--- config.mk ---
export PLATFORM = sky130hd
export DESIGN_NAME = pktbl_ram
export DESIGN_NICKNAME = d
export VERILOG_FILES = /design/src/hdl/pktbl_ram.sv
export SDC_FILE = /design/constraint.sdc
export NUM_CORES = 1
export LEC_CHECK = 0
export ABC_AREA = 1
export BUFFER_PORTS_ARGS = -buffer_cell sky130_fd_sc_hd__buf_2
export CORE_AREA = 2 2 221 223
export CTS_CLUSTER_DIAMETER = 120
export DETAILED_ROUTE_END_ITERATION = 8
export DIE_AREA = 0 0 223 225
export RECOVER_POWER = 100
export SKIP_CTS_REPAIR_TIMING = 1
export SLEW_MARGIN = 15
export SYNTH_ARGS = -nofsm -noshare
export SYNTH_HDL_FRONTEND = slang
export SYNTH_SLANG_ARGS = --single-unit
--- constraint.sdc ---
create_clock -name clk -period 2.85 [get_ports clk]
set_clock_uncertainty 0.15 [all_clocks]
set_input_delay 0.285 -clock clk [delete_from_list [all_inputs] [get_ports clk]]
set_output_delay 0.285 -clock clk [all_outputs]
set_load 0.03 [all_outputs]
--- src/hdl/pktbl_ram.sv ---
// Generic simple dual-port RAM: one write port, one registered read port.
// No dependencies.
module pktbl_ram #(
    parameter int WIDTH = 8,
    parameter int DEPTH = 64
) (
    input  logic                     clk,
    input  logic                     we,
    input  logic [$clog2(DEPTH)-1:0] waddr,
    input  logic [WIDTH-1:0]         wdata,
    input  logic [$clog2(DEPTH)-1:0] raddr,
    output logic [WIDTH-1:0]         rdata
);

    logic [WIDTH-1:0] mem [DEPTH];

    always_ff @(posedge clk)
    begin
        if (we)
        begin
            mem[waddr] <= wdata;
        end
        rdata <= mem[raddr];
    end

endmodule

==> insert_results.sql <==
INSERT INTO impl_metrics (metric_group, metric, value, unit) VALUES
('routing', 'drt_pass1_iterations', '5', ''),
('synth', 'yosysWarningCount', '0', ''),
('cts', 'clkTransAtPathRegs', '0.06', 'ns'),
('setup_path', 'critical_path.slowest_cell', 'sky130_fd_sc_hd__clkbuf_1', ''),
('placed_design', 'placement.cell_area', '22400', 'um^2'),
('layout', 'post_layout_nonfiller_instances', '2534', ''),
('cts', 'cts_root_buffer', 'sky130_fd_sc_hd__clkbuf_16', ''),
('setup_path', 'crit_path_end_kind', 'flop', ''),
('floorplan', 'die-height', '225', 'um'),
('placed_design', 'numPortBuffers', '29', ''),
('power', 'switching_share', '22.6', '%'),
('layout', 'area_delta_synth_final', '11.2', '%'),
('setup_path', 'worstPathRequired', '2.92', 'ns'),
('grt', 'antenna_found_initial', '3', ''),
('synth', 'yosys.cell_types.count', '16', ''),
('routing', 'detailroute.via_count', '13723', ''),
('cts', 'clockBufferDepth', '3', ''),
('synth', 'synth_top_cell_area_share', '72.0', '%'),
('grt', 'pin_count_of_the_biggest_net_entering_global_routing', '129', ''),
('floorplan', 'rows', '80', ''),
('placed_design', 'numPlacedInstances', '2432', ''),
('layout', 'drive_above_1_share', '5.89', '%'),
('sta', 'post-route-min-period', '2.37', 'ns'),
('grt', 'wire_length_of_the_first_global_routing_pass', '82200', 'um'),
('setup_path', 'startpoint_type', 'input port', ''),
('synth', 'yosysSeqAreaShare', '72.8', '%'),
('run_status', 'outcome', 'finished with violations', ''),
('placed_design', 'hpwl', '31700', 'um'),
('power', 'internal_power', '12.6', 'mW'),
('job', 'drv.max_cap_violation_count', '6', ''),
('power', 'proportion_of_power_drawn_by_flip_flops_and_latches', '52.3', '%'),
('routing', 'ant_nets', '0', ''),
('synth', 'synthesis.instances', '1805', ''),
('routing', 'drt-vias-per-instance', '5.42', ''),
('floorplan', 'die-width', '223', 'um'),
('setup_path', 'arrival', '2.44', 'ns'),
('setup_path', 'worst-r2r-cell-count', '8', ''),
('power', 'clock_power_share', '41.5', '%'),
('sta', 'finalHoldViolCount', '0', ''),
('cts', 'cts_tree', 'yes', ''),
('placed_design', 'routability_congestion_estimate', '0.865', ''),
('cts', 'cts_buf_count', '54', ''),
('power', 'power', '16.3', 'mW'),
('floorplan', 'coreArea', '47500', 'um^2'),
('setup_path', 'critPathTopFamily', 'buffers and inverters', ''),
('placed_design', 'dp_slack', '0.172', 'ns'),
('setup_path', 'crit-reg2reg-capture', 'rdata[2]$_DFF_P_', ''),
('sta', 'maxSlewHeadroom', '-33.0', '%'),
('cts', 'cts-htree-levels', '2', ''),
('setup_path', 'buffer_and_inverter_count_on_the_worst_path', '2', ''),
('synth', 'synth.top_cells.by_area', 'sky130_fd_sc_hd__edfxtp_1, sky130_fd_sc_hd__nand2_1, sky130_fd_sc_hd__nand3_1, sky130_fd_sc_hd__buf_6, sky130_fd_sc_hd__nor2_1', ''),
('setup_path', 'worstReg2RegStart', 'mem[39][2]$_DFFE_PP_', ''),
('setup_path', 'crit_chain', 'clkbuf_1, clkbuf_1', ''),
('grt', 'number_of_global_route_vias_before_repair', '13179', ''),
('routing', 'routed_wl', '54300', 'um'),
('power', 'power.density_cell_area', '686', 'nW/um^2'),
('worst_hold_path', 'hold_path_end', 'rdata[1]$_DFF_P_', ''),
('layout', 'fin_util', '49.9', '%'),
('sta', 'total_setup_violations_reported_at_the_end_of_the_flow', '0', ''),
('sta', 'drv_slew', '291', ''),
('sta', 'worstMarginPinSlew', '2.00', 'ns'),
('setup_path', 'peak_fanout_along_the_critical_path', '27', ''),
('sta', 'postLayoutSetupSlackWorst', '0.482', 'ns'),
('worst_hold_path', 'timing.hold.worst.class', 'input port to flop', ''),
('setup_path', 'reg2reg_setup_slack', '1.31', 'ns'),
('floorplan', 'initial_core_utilization', '44.9', '%'),
('routing', 'initial_drt_markers', '1624', ''),
('floorplan', 'dieArea', '50200', 'um^2'),
('run_status', 'violated_checks', 'max-capacitance violations, max-slew violations', ''),
('synth', 'summed_instance_area_of_the_synthesized_netlist', '21300', 'um^2'),
('layout', 'nNetsFinal', '1898', '');
==> final cells by class <==
| type | count | area [um^2] | share of cell area [%] |
|---|---|---|---|
| multi-input cells | 1160 | 4950 | 20.9 |
| repair buffers | 128 | 742 | 3.13 |
| well taps | 615 | 769 | 3.24 |
| diodes | 1 | 2.50 | 0.0105 |
| inverters | 12 | 52.6 | 0.222 |
| clock buffers | 65 | 1410 | 5.96 |
| flip-flops and latches | 520 | 15500 | 65.5 |
| clock inverters | 33 | 260 | 1.10 |
==> power by group through the flow <==
stage,combinational (mW),clock (mW),sequential (mW)
2_1_floorplan,0.595,0,8.67
3_3_place_gp,1.03,0,8.66
3_5_place_dp,1.04,0,8.66
4_1_cts,1.04,6.86,8.49
5_1_grt,1.12,7.16,8.51
6_report,1.02,6.75,8.50
==> layout by cell type (no fill, tap or decap) <==
| cell | instances |
|---|---|
| sky130_fd_sc_hd__clkbuf_8 | 1 |
| sky130_fd_sc_hd__nand4_1 | 9 |
| sky130_fd_sc_hd__clkinv_1 | 13 |
| sky130_fd_sc_hd__edfxtp_1 | 512 |
| sky130_fd_sc_hd__nor4_1 | 8 |
| sky130_fd_sc_hd__nor2_1 | 56 |
| sky130_fd_sc_hd__inv_1 | 9 |
| sky130_fd_sc_hd__diode_2 | 1 |
| sky130_fd_sc_hd__clkbuf_16 | 55 |
| sky130_fd_sc_hd__dlygate4sd3_1 | 3 |
| sky130_fd_sc_hd__clkbuf_2 | 5 |
| sky130_fd_sc_hd__dfxtp_1 | 8 |
| sky130_fd_sc_hd__clkinvlp_4 | 3 |
| sky130_fd_sc_hd__inv_6 | 2 |
| sky130_fd_sc_hd__buf_12 | 11 |
| sky130_fd_sc_hd__bufinv_16 | 4 |
| sky130_fd_sc_hd__inv_4 | 1 |
| sky130_fd_sc_hd__clkbuf_1 | 100 |
| sky130_fd_sc_hd__buf_2 | 8 |
| sky130_fd_sc_hd__clkinv_2 | 12 |
| sky130_fd_sc_hd__buf_4 | 10 |
| sky130_fd_sc_hd__nand2_1 | 648 |
| sky130_fd_sc_hd__inv_2 | 1 |
| sky130_fd_sc_hd__nand3_1 | 439 |
==> metal layers <==
layer  part of all wire, %  track usage [%]
met5                 0.075                0
met4                   2.4             6.15
met3                   8.7             5.74
met2                    45             34.1
met1                    44             30.6
==> synth_stat cells, drive strengths merged <==
| cell | count |
|---|---|
| inv | 12 |
| edfxtp | 512 |
| nand3 | 439 |
| nand4 | 9 |
| nor4 | 8 |
| buf | 98 |
| clkbuf | 15 |
| nand2 | 648 |
| dfxtp | 8 |
| nor2 | 56 |
==> worst max path at each step <==
stage,startpoint,endpoint,slack [ns],cells after the start
final,wdata[5],mem[50][5]$_DFFE_PP_,0.48,2
after global routing,waddr[1],mem[15][7]$_DFFE_PP_,0.38,3
after CTS,we,mem[15][5]$_DFFE_PP_,0.79,3
after detailed placement,we,mem[15][2]$_DFFE_PP_,0.17,3
after global placement,waddr[0],mem[47][3]$_DFFE_PP_,0.20,3
after floorplan,we,mem[48][0]$_DFFE_PP_,0.65,3
==> worst reg2reg max path: stages (launching register included) <==
cell,delay (ns)
sky130_fd_sc_hd__edfxtp_1,0.35
sky130_fd_sc_hd__nand2_1,0.08
sky130_fd_sc_hd__nand3_1,0.09
sky130_fd_sc_hd__nand3_1,0.12
sky130_fd_sc_hd__nand2_1,0.13
sky130_fd_sc_hd__nand2_1,0.09
sky130_fd_sc_hd__nand3_1,0.10
sky130_fd_sc_hd__nand3_1,0.20
sky130_fd_sc_hd__nand2_1,0.12
==> cell families after synthesis <==
family	synth area share [%]
buf+inv	4.02
simple gates	23.2
flops	72.8
==> state kept, by name, summed over array words and instances, names as in the netlist <==
name   count
mem      512
rdata      8
(Power assumes the default switching activity.)
